## config.mk

```make
export PLATFORM = sky130hd
export DESIGN_NAME = battery_gauge_from_bandgap_top
export DESIGN_NICKNAME = d
export VERILOG_FILES = /design/src/design/bgauge_pkg.sv /design/src/design/bgauge_recip_div.sv /design/src/design/bgauge_interp.sv /design/src/design/battery_gauge_from_bandgap_top.sv
export SDC_FILE = /design/constraint.sdc
export NUM_CORES = 2
export LEC_CHECK = 0
export ABC_AREA = 1
export BUFFER_PORTS_ARGS = -buffer_cell sky130_fd_sc_hd__buf_2
export CORE_MARGIN = 5
export CORE_UTILIZATION = 63
export DETAILED_ROUTE_END_ITERATION = 8
export GPL_TIMING_DRIVEN = 0
export PLACE_DENSITY_LB_ADDON = 0.08
export SLEW_MARGIN = 20
export SYNTH_ARGS = -nofsm -noshare
export SYNTH_HDL_FRONTEND = slang
export SYNTH_SLANG_ARGS = --single-unit
```

## constraint.sdc

```tcl
create_clock -name clk_i -period 5.3 [get_ports clk_i]
set_clock_uncertainty 0.1 [all_clocks]
set_input_delay 1.06 -clock clk_i [delete_from_list [all_inputs] [get_ports clk_i]]
set_output_delay 1.06 -clock clk_i [all_outputs]
set_load 0.01 [all_outputs]
```

## src/design/bgauge_pkg.sv

```systemverilog
// ----------------------------------------------------------------------------
// bgauge_pkg
// Shared types and constants of the battery gauge: field widths, percent
// constants, register indexes and reset voltages.
// ----------------------------------------------------------------------------
package bgauge_pkg;

  localparam int unsigned MV_W      = 16;
  localparam int unsigned PCT_W     = 7;
  localparam int unsigned NUM_PTS   = 5;
  // (mv - lo) * 25 stays below 65536 * 25 < 2^21
  localparam int unsigned PROD_W    = 21;
  // quotient of one interpolation segment is below 25
  localparam int unsigned QPCT_W    = 5;
  localparam int unsigned APB_AW    = 5;
  localparam int unsigned REG_IDX_W = 3;

  localparam logic [MV_W-1:0]  MV_SAT   = 16'hFFFF;
  localparam logic [PCT_W-1:0] STEP_PCT = 7'd25;
  localparam logic [PCT_W-1:0] FULL_PCT = 7'd100;

  typedef enum logic [REG_IDX_W-1:0] {
    REG_EMPTY         = 3'd0,
    REG_QUARTER       = 3'd1,
    REG_HALF          = 3'd2,
    REG_THREE_QUARTER = 3'd3,
    REG_FULL          = 3'd4
  } cfg_reg_e;

  typedef logic [MV_W-1:0] mv_t;
  typedef mv_t [NUM_PTS-1:0] volt_set_t;

  typedef struct packed {
    mv_t  mv;
    logic bad;
  } volt_item_t;

  localparam volt_set_t VOLT_RESET = {16'd4200, 16'd3760, 16'd3630, 16'd3500, 16'd3200};

endpackage

```

## src/design/bgauge_recip_div.sv

```systemverilog
// ----------------------------------------------------------------------------
// bgauge_recip_div
// Pipelined restoring divider: supply mV = floor(1100 * (2^ADC_BITS - 1) / code),
// one quotient bit per stage, saturated to 16 bits at the output.
// ----------------------------------------------------------------------------
module bgauge_recip_div #(
  parameter int unsigned ADC_BITS = 10
) (
  input  logic                   clk_i,
  input  logic                   rst_ni,
  input  logic                   in_valid_i,
  output logic                   in_stall_o,
  input  logic [ADC_BITS-1:0]    code_i,
  output logic                   out_valid_o,
  input  logic                   out_stall_i,
  output bgauge_pkg::volt_item_t out_item_o
);
  import bgauge_pkg::*;

  localparam int unsigned NUMER = 1100 * ((32'd1 << ADC_BITS) - 32'd1);
  localparam int unsigned NUM_W = $clog2(NUMER + 1);
  localparam logic [NUM_W-1:0] NUMER_V = NUM_W'(NUMER);

  logic                v_q    [NUM_W];
  logic                en     [NUM_W];
  logic [ADC_BITS-1:0] code_q [NUM_W];
  logic [ADC_BITS-1:0] rem_q  [NUM_W];
  logic [NUM_W-1:0]    quo_q  [NUM_W];
  logic                bad_q  [NUM_W];

  for (genvar s = 0; s < NUM_W; s++) begin : g_stage
    logic                vin;
    logic [ADC_BITS-1:0] code_in;
    logic [ADC_BITS-1:0] rem_in;
    logic [NUM_W-1:0]    quo_in;
    logic                bad_in;
    logic [ADC_BITS:0]   trial;
    logic [ADC_BITS:0]   diff;
    logic                take;
    logic [ADC_BITS-1:0] rem_d;
    logic [NUM_W-1:0]    quo_d;

    if (s == 0) begin : g_head
      assign vin     = in_valid_i;
      assign code_in = code_i;
      assign rem_in  = '0;
      assign quo_in  = '0;
      assign bad_in  = (code_i == '0);
    end else begin : g_body
      assign vin     = v_q[s-1];
      assign code_in = code_q[s-1];
      assign rem_in  = rem_q[s-1];
      assign quo_in  = quo_q[s-1];
      assign bad_in  = bad_q[s-1];
    end

    // advance into an empty stage, or when the next stage moves on
    if (s == NUM_W - 1) begin : g_tail_en
      assign en[s] = !v_q[s] || !out_stall_i;
    end else begin : g_mid_en
      assign en[s] = !v_q[s] || en[s+1];
    end

    assign trial = {rem_in, NUMER_V[NUM_W-1-s]};
    assign diff  = trial - {1'b0, code_in};
    assign take  = (trial >= {1'b0, code_in});
    assign rem_d = take ? diff[ADC_BITS-1:0] : trial[ADC_BITS-1:0];
    assign quo_d = {quo_in[NUM_W-2:0], take};

    always_ff @(posedge clk_i or negedge rst_ni) begin
      if (!rst_ni) begin
        v_q[s] <= 1'b0;
      end else if (en[s]) begin
        v_q[s] <= vin;
      end
    end

    always_ff @(posedge clk_i) begin
      if (en[s] && vin) begin
        code_q[s] <= code_in;
        rem_q[s]  <= rem_d;
        quo_q[s]  <= quo_d;
        bad_q[s]  <= bad_in;
      end
    end
  end

  assign in_stall_o     = !en[0];
  assign out_valid_o    = v_q[NUM_W-1];
  assign out_item_o.mv  = (|quo_q[NUM_W-1][NUM_W-1:MV_W]) ? MV_SAT
                                                          : quo_q[NUM_W-1][MV_W-1:0];
  assign out_item_o.bad = bad_q[NUM_W-1];

endmodule

```

## src/design/bgauge_interp.sv

```systemverilog
// ----------------------------------------------------------------------------
// bgauge_interp
// Piecewise-linear charge estimate: breakpoint compare, segment select,
// multiply by 25, five-stage restoring divide, final add and clamp.
// ----------------------------------------------------------------------------
module bgauge_interp (
  input  logic                       clk_i,
  input  logic                       rst_ni,
  input  logic                       in_valid_i,
  output logic                       in_stall_o,
  input  bgauge_pkg::volt_item_t     in_item_i,
  input  bgauge_pkg::volt_set_t      volts_i,
  output logic                       out_valid_o,
  input  logic                       out_stall_i,
  output logic [15:0]                supply_mv_o,
  output logic [6:0]                 charge_percent_o,
  output logic                       bad_reading_o
);
  import bgauge_pkg::*;

  localparam int unsigned DIV0  = 3;
  localparam int unsigned NSTG  = DIV0 + QPCT_W + 1;
  localparam int unsigned ST_OUT = NSTG - 1;

  logic v_q   [NSTG];
  logic en    [NSTG];
  mv_t  mv_q  [NSTG];
  logic bad_q [NSTG];

  // valid and pass-through fields for every stage
  for (genvar s = 0; s < NSTG; s++) begin : g_ctl
    logic vin;
    mv_t  mv_in;
    logic bad_in;

    if (s == 0) begin : g_head
      assign vin    = in_valid_i;
      assign mv_in  = in_item_i.mv;
      assign bad_in = in_item_i.bad;
    end else begin : g_body
      assign vin    = v_q[s-1];
      assign mv_in  = mv_q[s-1];
      assign bad_in = bad_q[s-1];
    end

    if (s == NSTG - 1) begin : g_tail_en
      assign en[s] = !v_q[s] || !out_stall_i;
    end else begin : g_mid_en
      assign en[s] = !v_q[s] || en[s+1];
    end

    always_ff @(posedge clk_i or negedge rst_ni) begin
      if (!rst_ni) begin
        v_q[s] <= 1'b0;
      end else if (en[s]) begin
        v_q[s] <= vin;
      end
    end

    always_ff @(posedge clk_i) begin
      if (en[s] && vin) begin
        mv_q[s]  <= mv_in;
        bad_q[s] <= bad_in;
      end
    end
  end

  // stage 0: compare against every breakpoint
  logic [NUM_PTS-1:0] lt_d, lt_q;

  always_comb begin
    for (int i = 0; i < NUM_PTS; i++) begin
      lt_d[i] = (in_item_i.mv < volts_i[i]);
    end
  end

  always_ff @(posedge clk_i) begin
    if (en[0] && in_valid_i) begin
      lt_q <= lt_d;
    end
  end

  // stage 1: pick the first breakpoint above the voltage
  logic             zero1_d, full1_d, zero1_q, full1_q;
  logic [PCT_W-1:0] base1_d, base1_q;
  mv_t              lo1, hi1;
  mv_t              diff1_d, span1_d, diff1_q, span1_q;

  always_comb begin
    lo1     = volts_i[0];
    hi1     = volts_i[1];
    base1_d = '0;
    // descending scan so the lowest matching segment wins
    for (int k = NUM_PTS - 1; k >= 1; k--) begin
      if (lt_q[k]) begin
        lo1     = volts_i[k-1];
        hi1     = volts_i[k];
        base1_d = PCT_W'(STEP_PCT * (k - 1));
      end
    end
    zero1_d = lt_q[0] && !bad_q[0];
    full1_d = bad_q[0] || !lt_q[NUM_PTS-1];
    diff1_d = mv_q[0] - lo1;
    span1_d = hi1 - lo1;
  end

  always_ff @(posedge clk_i) begin
    if (en[1] && v_q[0]) begin
      zero1_q <= zero1_d;
      full1_q <= full1_d;
      base1_q <= base1_d;
      diff1_q <= diff1_d;
      span1_q <= span1_d;
    end
  end

  // stage 2: times 25 as shift-and-add
  logic [PROD_W-1:0] prod2_d, prod2_q;
  logic              zero2_q, full2_q;
  logic [PCT_W-1:0]  base2_q;
  mv_t               span2_q;

  assign prod2_d = (PROD_W'(diff1_q) << 4) + (PROD_W'(diff1_q) << 3) + PROD_W'(diff1_q);

  always_ff @(posedge clk_i) begin
    if (en[2] && v_q[1]) begin
      prod2_q <= prod2_d;
      zero2_q <= zero1_q;
      full2_q <= full1_q;
      base2_q <= base1_q;
      span2_q <= span1_q;
    end
  end

  // stages 3..7: one quotient bit each
  logic [PROD_W-1:0] rem_q  [QPCT_W];
  logic [QPCT_W-1:0] quo_q  [QPCT_W];
  mv_t               span_q [QPCT_W];
  logic [PCT_W-1:0]  base_q [QPCT_W];
  logic              zero_q [QPCT_W];
  logic              full_q [QPCT_W];

  for (genvar j = 0; j < QPCT_W; j++) begin : g_div
    logic [PROD_W-1:0] rem_in;
    logic [QPCT_W-1:0] quo_in;
    mv_t               span_in;
    logic [PCT_W-1:0]  base_in;
    logic              zero_in, full_in;
    logic [PROD_W-1:0] sh;
    logic              take;
    logic [PROD_W-1:0] rem_d;
    logic [QPCT_W-1:0] quo_d;

    if (j == 0) begin : g_head
      assign rem_in  = prod2_q;
      assign quo_in  = '0;
      assign span_in = span2_q;
      assign base_in = base2_q;
      assign zero_in = zero2_q;
      assign full_in = full2_q;
    end else begin : g_body
      assign rem_in  = rem_q[j-1];
      assign quo_in  = quo_q[j-1];
      assign span_in = span_q[j-1];
      assign base_in = base_q[j-1];
      assign zero_in = zero_q[j-1];
      assign full_in = full_q[j-1];
    end

    assign sh    = PROD_W'(span_in) << (QPCT_W - 1 - j);
    assign take  = (rem_in >= sh);
    assign rem_d = take ? (rem_in - sh) : rem_in;
    assign quo_d = {quo_in[QPCT_W-2:0], take};

    always_ff @(posedge clk_i) begin
      if (en[DIV0+j] && v_q[DIV0+j-1]) begin
        rem_q[j]  <= rem_d;
        quo_q[j]  <= quo_d;
        span_q[j] <= span_in;
        base_q[j] <= base_in;
        zero_q[j] <= zero_in;
        full_q[j] <= full_in;
      end
    end
  end

  // output stage: add segment base, apply clamps
  logic [PCT_W-1:0] pct_d, pct_q;

  always_comb begin
    if (zero_q[QPCT_W-1]) begin
      pct_d = '0;
    end else if (full_q[QPCT_W-1]) begin
      pct_d = FULL_PCT;
    end else begin
      pct_d = base_q[QPCT_W-1] + PCT_W'(quo_q[QPCT_W-1]);
    end
  end

  always_ff @(posedge clk_i) begin
    if (en[ST_OUT] && v_q[ST_OUT-1]) begin
      pct_q <= pct_d;
    end
  end

  assign in_stall_o       = !en[0];
  assign out_valid_o      = v_q[ST_OUT];
  assign supply_mv_o      = mv_q[ST_OUT];
  assign charge_percent_o = pct_q;
  assign bad_reading_o    = bad_q[ST_OUT];

endmodule

```

## src/design/battery_gauge_from_bandgap_top.sv

```systemverilog
// ----------------------------------------------------------------------------
// battery_gauge_from_bandgap_top
// Supply voltage and state of charge from a bandgap ADC reading, with five
// APB-programmable breakpoint voltages.
// ----------------------------------------------------------------------------
// Pipeline: ceil(log2(1100*(2^ADC_BITS-1)+1)) divider stages plus
//   9 gauge stages.
// Throughput: one item per cycle while out_stall_i is low; the reciprocal
//   divider retires one quotient bit per stage; a stage moves when empty or the next moves.
// Reset: empties the pipeline and loads the breakpoints with 3200, 3500,
//   3630, 3760 and 4200 mV.
module battery_gauge_from_bandgap_top #(
  parameter int unsigned ADC_BITS = 10
) (
  input  logic                clk_i,
  input  logic                rst_ni,
  input  logic                in_valid_i,
  output logic                in_stall_o,
  input  logic [ADC_BITS-1:0] adc_code_i,
  output logic                out_valid_o,
  input  logic                out_stall_i,
  output logic [15:0]         supply_mv_o,
  output logic [6:0]          charge_percent_o,
  output logic                bad_reading_o,
  input  logic                psel,
  input  logic                penable,
  input  logic                pwrite,
  input  logic [4:0]          paddr,
  input  logic [31:0]         pwdata,
  output logic [31:0]         prdata,
  output logic                pready
);
  import bgauge_pkg::*;

  volt_set_t              volt_d, volt_q;
  logic                   wr_en;
  cfg_reg_e               reg_idx;
  logic                   mid_valid, mid_stall;
  volt_item_t             mid_item;

  assign pready  = 1'b1;
  assign wr_en   = psel && penable && pwrite;
  assign reg_idx = cfg_reg_e'(paddr[APB_AW-1:2]);

  always_comb begin
    volt_d = volt_q;
    if (wr_en) begin
      case (reg_idx)
        REG_EMPTY:         volt_d[0] = pwdata[MV_W-1:0];
        REG_QUARTER:       volt_d[1] = pwdata[MV_W-1:0];
        REG_HALF:          volt_d[2] = pwdata[MV_W-1:0];
        REG_THREE_QUARTER: volt_d[3] = pwdata[MV_W-1:0];
        REG_FULL:          volt_d[4] = pwdata[MV_W-1:0];
        default:           volt_d    = volt_q;
      endcase
    end
  end

  always_ff @(posedge clk_i or negedge rst_ni) begin
    if (!rst_ni) begin
      volt_q <= VOLT_RESET;
    end else begin
      volt_q <= volt_d;
    end
  end

  always_comb begin
    case (reg_idx)
      REG_EMPTY:         prdata = {16'd0, volt_q[0]};
      REG_QUARTER:       prdata = {16'd0, volt_q[1]};
      REG_HALF:          prdata = {16'd0, volt_q[2]};
      REG_THREE_QUARTER: prdata = {16'd0, volt_q[3]};
      REG_FULL:          prdata = {16'd0, volt_q[4]};
      default:           prdata = '0;
    endcase
  end

  bgauge_recip_div #(
    .ADC_BITS (ADC_BITS)
  ) u_div (
    .clk_i       (clk_i),
    .rst_ni      (rst_ni),
    .in_valid_i  (in_valid_i),
    .in_stall_o  (in_stall_o),
    .code_i      (adc_code_i),
    .out_valid_o (mid_valid),
    .out_stall_i (mid_stall),
    .out_item_o  (mid_item)
  );

  bgauge_interp u_interp (
    .clk_i            (clk_i),
    .rst_ni           (rst_ni),
    .in_valid_i       (mid_valid),
    .in_stall_o       (mid_stall),
    .in_item_i        (mid_item),
    .volts_i          (volt_q),
    .out_valid_o      (out_valid_o),
    .out_stall_i      (out_stall_i),
    .supply_mv_o      (supply_mv_o),
    .charge_percent_o (charge_percent_o),
    .bad_reading_o    (bad_reading_o)
  );

  // a zero code always reports a saturated supply and a full charge
  a_bad_reading: assert property (@(posedge clk_i) disable iff (!rst_ni)
    out_valid_o && bad_reading_o |-> supply_mv_o == MV_SAT && charge_percent_o == FULL_PCT)
    else $error("bad reading without saturated outputs");

  // the input stalls only when a finished item is held at the output
  a_stall_source: assert property (@(posedge clk_i) disable iff (!rst_ni)
    in_stall_o |-> out_valid_o && out_stall_i)
    else $error("input stalled while pipeline can drain");

  // nothing reaches the output right after reset is released
  a_reset_empty: assert property (@(posedge clk_i)
    $rose(rst_ni) |-> !out_valid_o)
    else $error("output valid right after reset");

endmodule
```

=== After elaboration in Yosys (flattened, before gate mapping) ===
Memory sizes are Yosys's and may differ from the RTL's.
Cells that the tools add are included.

* Bits in latches: 0
* Input port bits: 54
* Memories kept: 12
* Bits in writable memories: 1,290
* Logic and storage cells: 337
* Register bits: 209
* Output and inout bits: 59
* Bits in read-only memories: 0

* Reductions and logical operators: 109
* Divide/modulo/power cells: 0
* $lt $le $gt $ge: 31
* Equality and inequality tests: 4
* Multiply operators: 0
* Add/subtract/negate cells: 31
* Shift-type cells: 0
* Mux-type cells: 100
* Bitwise logic cells: 0

{| class="wikitable"
|+ Memory list
! name !! words !! width !! read ports !! clocked after memory_dff !! write ports !! RTL line !! RTL
|-
| u_div.quo_q || 21 || 21 || 21 || 0 || 21 || bgauge_recip_div.sv:28 || <nowiki>logic [NUM_W-1:0] quo_q [NUM_W];</nowiki>
|-
| u_div.code_q || 21 || 10 || 20 || 0 || 21 || bgauge_recip_div.sv:26 || <nowiki>logic [ADC_BITS-1:0] code_q [NUM_W];</nowiki>
|-
| u_div.rem_q || 21 || 10 || 20 || 0 || 21 || bgauge_recip_div.sv:27 || <nowiki>logic [ADC_BITS-1:0] rem_q [NUM_W];</nowiki>
|-
| u_interp.mv_q || 9 || 16 || 9 || 0 || 9 || bgauge_interp.sv:27 || <nowiki>mv_t mv_q [NSTG];</nowiki>
|-
| u_interp.rem_q || 5 || 21 || 4 || 0 || 5 || bgauge_interp.sv:136 || <nowiki>logic [PROD_W-1:0] rem_q [QPCT_W];</nowiki>
|-
| u_interp.span_q || 5 || 16 || 4 || 0 || 5 || bgauge_interp.sv:138 || <nowiki>mv_t span_q [QPCT_W];</nowiki>
|-
| +6 memories || -- || -- || -- || -- || -- || -- ||
|}

{| class="wikitable"
|+ Operator list
! kind !! count
|-
| >= comparator 11 x 10 -> 1 bit || 20
|-
| two-way mux 10 bit || 21
|-
| subtractor 10 bit || 20
|-
| two-way mux 16 bit || 9
|-
| two-way mux 21 bit || 5
|-
| < comparator 16 bit || 5
|-
| case mux 16 bit (5 select lines) || 1
|-
| two-way mux 1 bit || 60
|-
| zero test 1 bit || 34
|-
| logical AND 1 bit || 33
|-
| subtractor 16 bit || 2
|-
| logical OR 1 bit || 31
|-
| adder 20 x 19 -> 21 bit || 1
|-
| adder 21 x 16 -> 21 bit || 1
|-
| >= comparator 21 x 16 -> 1 bit || 1
|-
| >= comparator 21 x 17 -> 1 bit || 1
|-
| >= comparator 21 x 18 -> 1 bit || 1
|-
| >= comparator 21 x 19 -> 1 bit || 1
|-
| >= comparator 21 x 20 -> 1 bit || 1
|-
| subtractor 21 x 16 -> 21 bit || 1
|-
| subtractor 21 x 17 -> 21 bit || 1
|-
| subtractor 21 x 18 -> 21 bit || 1
|-
| subtractor 21 x 19 -> 21 bit || 1
|-
| subtractor 21 x 20 -> 21 bit || 1
|-
| 15 further kinds || 22
|}

=== Longest topological paths before layout ===
* Depth in word-level cells: 34
* Mapped depth: 23
* Gate-level depth less buffers: 22

=== Cells and area by module ===
From an unflattened synthesis, not the netlist that was laid out.

* Cells, all modules: 5,595
* Area total of the unflattened synthesis: 60,411.7 um^2

{| class="wikitable"
|+ Modules (own cells, without submodules)
! module !! times used !! cells each !! seq. area each (um^2) !! area an instance (um^2)
|-
| bgauge_recip_div || 1 || 2,373 || 20,104.3 || 30,574.3
|-
| bgauge_interp || 1 || 2,676 || 13,618.1 || 25,647.1
|-
| battery_gauge_from_bandgap_top || 1 || 546 || 2,035.7 || 4,190.3
|}

=== Worst setup path before layout ===
No wires, ideal clock.

* Path kind: input to register
* Start point: in out_stall_i
* End point: mem u_interp.bad_q[5][0], in the netlist u_interp.bad_q[0][5] (enable)
* Path buffers: 0
* Stages on the path: 5
* Slack: 0.696 ns
* Arrival: 4.017 ns
* Setup time: 0.487 ns
* Data required time: 4.713 ns
* Path through: nand3_2 > nor2_4 > inv_1 > nor2_1 > nor2_1

{| class="wikitable"
|+ RTL lines
! element !! RTL line !! RTL
|-
| start, declared || battery_gauge_from_bandgap_top.sv:21 || <nowiki>input logic out_stall_i,</nowiki>
|-
| end, declared || bgauge_interp.sv:28 || <nowiki>logic bad_q [NSTG];</nowiki>
|}

=== Worst setup path in the final report ===
* Start point: in out_stall_i
* End point: out in_stall_o

* Word-level cells in the longest chain between the ends: 32

{| class="wikitable"
|+ Ends and longest elaborated chain
! element !! RTL line !! RTL
|-
| zero test 1 bit || bgauge_interp.sv:47 || <nowiki>assign en[s] = !v_q[s] || !out_stall_i;</nowiki>
|-
| logical OR 1 bit || bgauge_interp.sv:47 ||
|-
| logical OR 1 bit (8 in a row) || bgauge_interp.sv:49 || <nowiki>assign en[s] = !v_q[s] || en[s+1];</nowiki>
|-
| logical OR 1 bit || bgauge_recip_div.sv:59 || <nowiki>assign en[s] = !v_q[s] || !out_stall_i;</nowiki>
|-
| logical OR 1 bit (20 in a row) || bgauge_recip_div.sv:61 || <nowiki>assign en[s] = !v_q[s] || en[s+1];</nowiki>
|-
| zero test 1 bit || bgauge_recip_div.sv:88 || <nowiki>assign in_stall_o = !en[0];</nowiki>
|-
| end, declared || battery_gauge_from_bandgap_top.sv:18 || <nowiki>output logic in_stall_o,</nowiki>
|}

Every way passes these cells.

==> impl_metrics.yaml <==
cells_and_area:
  fin_util: 0.704
  drive_above_1_share: 0.0745
  fin_nets: 5425
  antenna_cells: 0
  synthToLayoutAreaGrowth_pct: 11.2
clock_network:
  cts_resized: 0
  hold_buffers: 0
  cts_tree: "built"
  cts.clk_slew.worst_paths_ps: 60
  htreeDepth: 3
  post_cts_buffers: 0
  cts.path.max_buffers: 3
  numClockSinks: 1208
  clk_latency_ps: 700
  cts_buffers: 119
  cts_root_buf: "clkbuf_16"
routing:
  drtAntennaViolNets: 0
  vias_per_cell: 5.51
  drt_iter0_drc: 2296
  drc_errors: 0
  wl_per_cell_microns: 17.1
  routed_wl_microns: 106000
  drt-pass1-iter-count: 5
  vias: 34239
yosys:
  synth.largest_area_cell: "edfxtp_1"
  synth_async_sr_flop_share: 0.0911
  synth_edf_count: 1098
  syn_avg_cell_area_sq_um: 12.1
  synth_area_sq_um: 56700
  synth-xor-area-share: 0.0371
  synth-seq-cells: 1208
  synth_ff_type: "edfxtp_1"
  synth_seq_area_share: 0.631
  synth_top_area_share: 0.582
  synth-compound-area-share: 0.0968
  synth_mux_area_frac: 0.000199
  synthTopCellsByArea: "edfxtp_1 (58%), ha_1 (8.9%), inv_1 (4.4%)"
  synthCells: 4701
  ys_warn_count: 0
  synth-simple-area-share: 0.0806
  synthAdderAreaFrac: 0.102
  ys_types: 60
  synth_top_family_by_area: "adder cells"
critical_path:
  end_kind: "primary output"
  worst_path_max_delay_cell: "nor2_4"
  path_cells: "buf_2 -> nand3_2 -> nor2_4 -> nand4_4 -> nor2_4 -> nand4_4 -> nor2_4 -> nand4_4 -> nor2_4 -> nand4_4 -> nor2_4 -> nand4_4 -> nor2_4 -> nand4_4 -> nor2_4 -> nand4_2 -> inv_1 -> buf_2"
  critPathMostFrequentCell: "nor2_4"
  max_stage_delay_ps: 210
  path_buf_inv: 3
  path_delay_family: "simple AND/OR/NAND/NOR gates"
  worstSetupPathType: "in -> out"
  required_ps: 4140
  path_max_fanout: 4
  start_kind: "input port"
  critical_path_arrival_ps: 3820
die:
  start_util: 0.633
  rows: 110
  die_y_microns: 310
  core_sq_um: 89600
  io_pins: 113
  die_area_sq_um: 96100
  die_w_microns: 310
sta:
  drv_slew: 0
  fin_ws_ps: 318
  relSlewSlack: 0.300
  finalCritPeriodShare: 0.940
  period_needed_ps: 4980
  rsz0062_at_grt: "false"
  final_hold_viol_count: 0
  setup_tns_ps: 0
  finalSetupViolCount: 0
  worst_pin_slew_ps: 1040
  fmax_ghz: 0.201
min_path:
  min_path_type: "in -> async"
place:
  preCtsSetupSlack_ps: 213
  port_buffers: 76
  hpwl_microns: 79600
  place_congestion: 0.976
grt:
  grt_pass1_wl_microns: 173000
  grt_pass1_vias: 34503
  antenna_found_initial: 0
  grt-ovfl-total: 0
  grtUsageTotal: 0.224
  grt_max_degree: 78
run:
  drv_cap: 0
run_status:
  status: "finished clean"
power:
  peakVddDrop_uv: 325
  cellPowerDensity_nw_per_um2: 587
  p_leak_uw: 0.0253
## layout by cell type (no fill, tap or decap), types with 43 or more instances in the layout
cell	count
nand3_1	69
clkbuf_16	120
buf_2	81
dfrtp_1	83
xor2_1	148
edfxtp_1	1098
o211ai_1	51
inv_1	654
nand2_1	613
ha_1	401
o21ai_0	365
nor2_1	235
nor3_1	43
xnor2_1	92
clkbuf_1	102
a21oi_1	374
## per-stage QoR
| step | instances | hold WS (ps) | area (sq um) | power [uW] |
|---|---|---|---|---|
| 2_1_floorplan | 4716 | 300 | 56700 | 25400 |
| 3_3_place_gp | 5968 | 301 | 58600 | 28200 |
| 3_5_place_dp | 5984 | 305 | 59100 | 28700 |
| 4_1_cts | 6207 | 122 | 63000 | 37200 |
| 5_1_grt | 6209 | 157 | 63000 | 39700 |
| 6_report | 6209 | 155 | 63000 | 37000 |
## worst reg2reg max path, cell delays in order (launching register included)
cell and delay, ps:
edfxtp_1 430, inv_1 140, clkbuf_1 350, clkbuf_1 420, o211ai_1 160, o21ai_0 290, inv_1 140, ha_1 310
nand3b_1 60, and2_1 210, o221ai_1 430, a21oi_1 110, o21ai_0 310, a21oi_1 120, o21ai_0 300, a21oi_1 110
nor2_1 100, nor2_1 50, xor2_1 160
## registers in the layout, indices dropped and copies added (netlist names), 15 cells and up
name                    cells
u_interp.span1_q           16
u_interp.diff1_q           16
u_div.g_stage.vin          20
u_interp.base_q            25
u_div.rem_q               200
u_div.quo_q               231
u_interp.mv_q             144
u_interp.rem_q             84
u_div.bad_q                21
volt_q                     80
u_interp.span_q            64
u_interp.g_div.span_in     16
u_interp.quo_q             15
u_div.code_q              200
u_interp.g_div.rem_in      21
## layout make-up
cell class | count | area (sq um)
multi-input cells | 2739 | 18100
flip-flops and latches | 1208 | 35800
inverters | 671 | 2520
well taps | 1176 | 1470
clock buffers | 152 | 3160
fillers | 6150 | 26600
clock inverters | 71 | 788
repair buffers | 94 | 751
plain buffers | 98 | 439
## cells in the mapped netlist, types with 6 or more instances
library cell,instances
nor3_1,44
o21ai_0,365
xnor2_1,92
buf_4,17
nor4_1,21
a21o_1,9
a21oi_1,376
nor2_1,248
nand4_1,34
dfstp_2,27
a211oi_1,9
o22ai_1,15
edfxtp_1,1098
nor2_4,7
o21a_1,17
a2111o_1,6
inv_1,663
o21bai_1,27
o211ai_1,51
nand4_4,6
o221ai_1,40
nand2_1,613
buf_2,6
a221oi_1,12
ha_1,401
fa_1,39
and2_1,9
clkbuf_1,74
o21ai_1,11
xor2_1,148
dfrtp_1,83
nand3_1,69
## final timing paths
check                                     from                           end  slack (ps)  cells past startpoint
max                                out_stall_i                    in_stall_o         320                     18
max in group asynchronous               rst_ni                    volt_q[26]        4200                      2
max reg2reg                   u_interp.lt_q[2]          u_interp.span1_q[13]         760                     18
min in group clk_i         u_interp.span1_q[8]  u_interp.g_div[0].span_in[8]         310                      0
min                                     rst_ni                    volt_q[66]         160                      1
min reg2reg                u_interp.span1_q[8]  u_interp.g_div[0].span_in[8]         310                      0
## cells by family (layout without fill, tap and decap cells)
family,Yosys count,after routing
fa+ha+maj,440,440
buf+inv,769,1086
xor+xnor,240,240
other cells,2,17
compound gates,969,969
mux,1,1
simple gates,1072,1072
flops,1208,1208
## where the power goes
part           internal [uW]  switching, uW  leakage (uW)
clock network           4870           3510       0.00193
logic                   5150           7830        0.0116
registers              14400           1280        0.0118
## layer usage
layer	up-vias	track usage	wire length, microns
met5	-	0	0
met4	0	0.105	5060
met3	240	0.0272	4210
met2	714	0.403	54100
met1	16270	0.271	42600
li1	17015	-	-
Power figures use the tool's default switching activity.
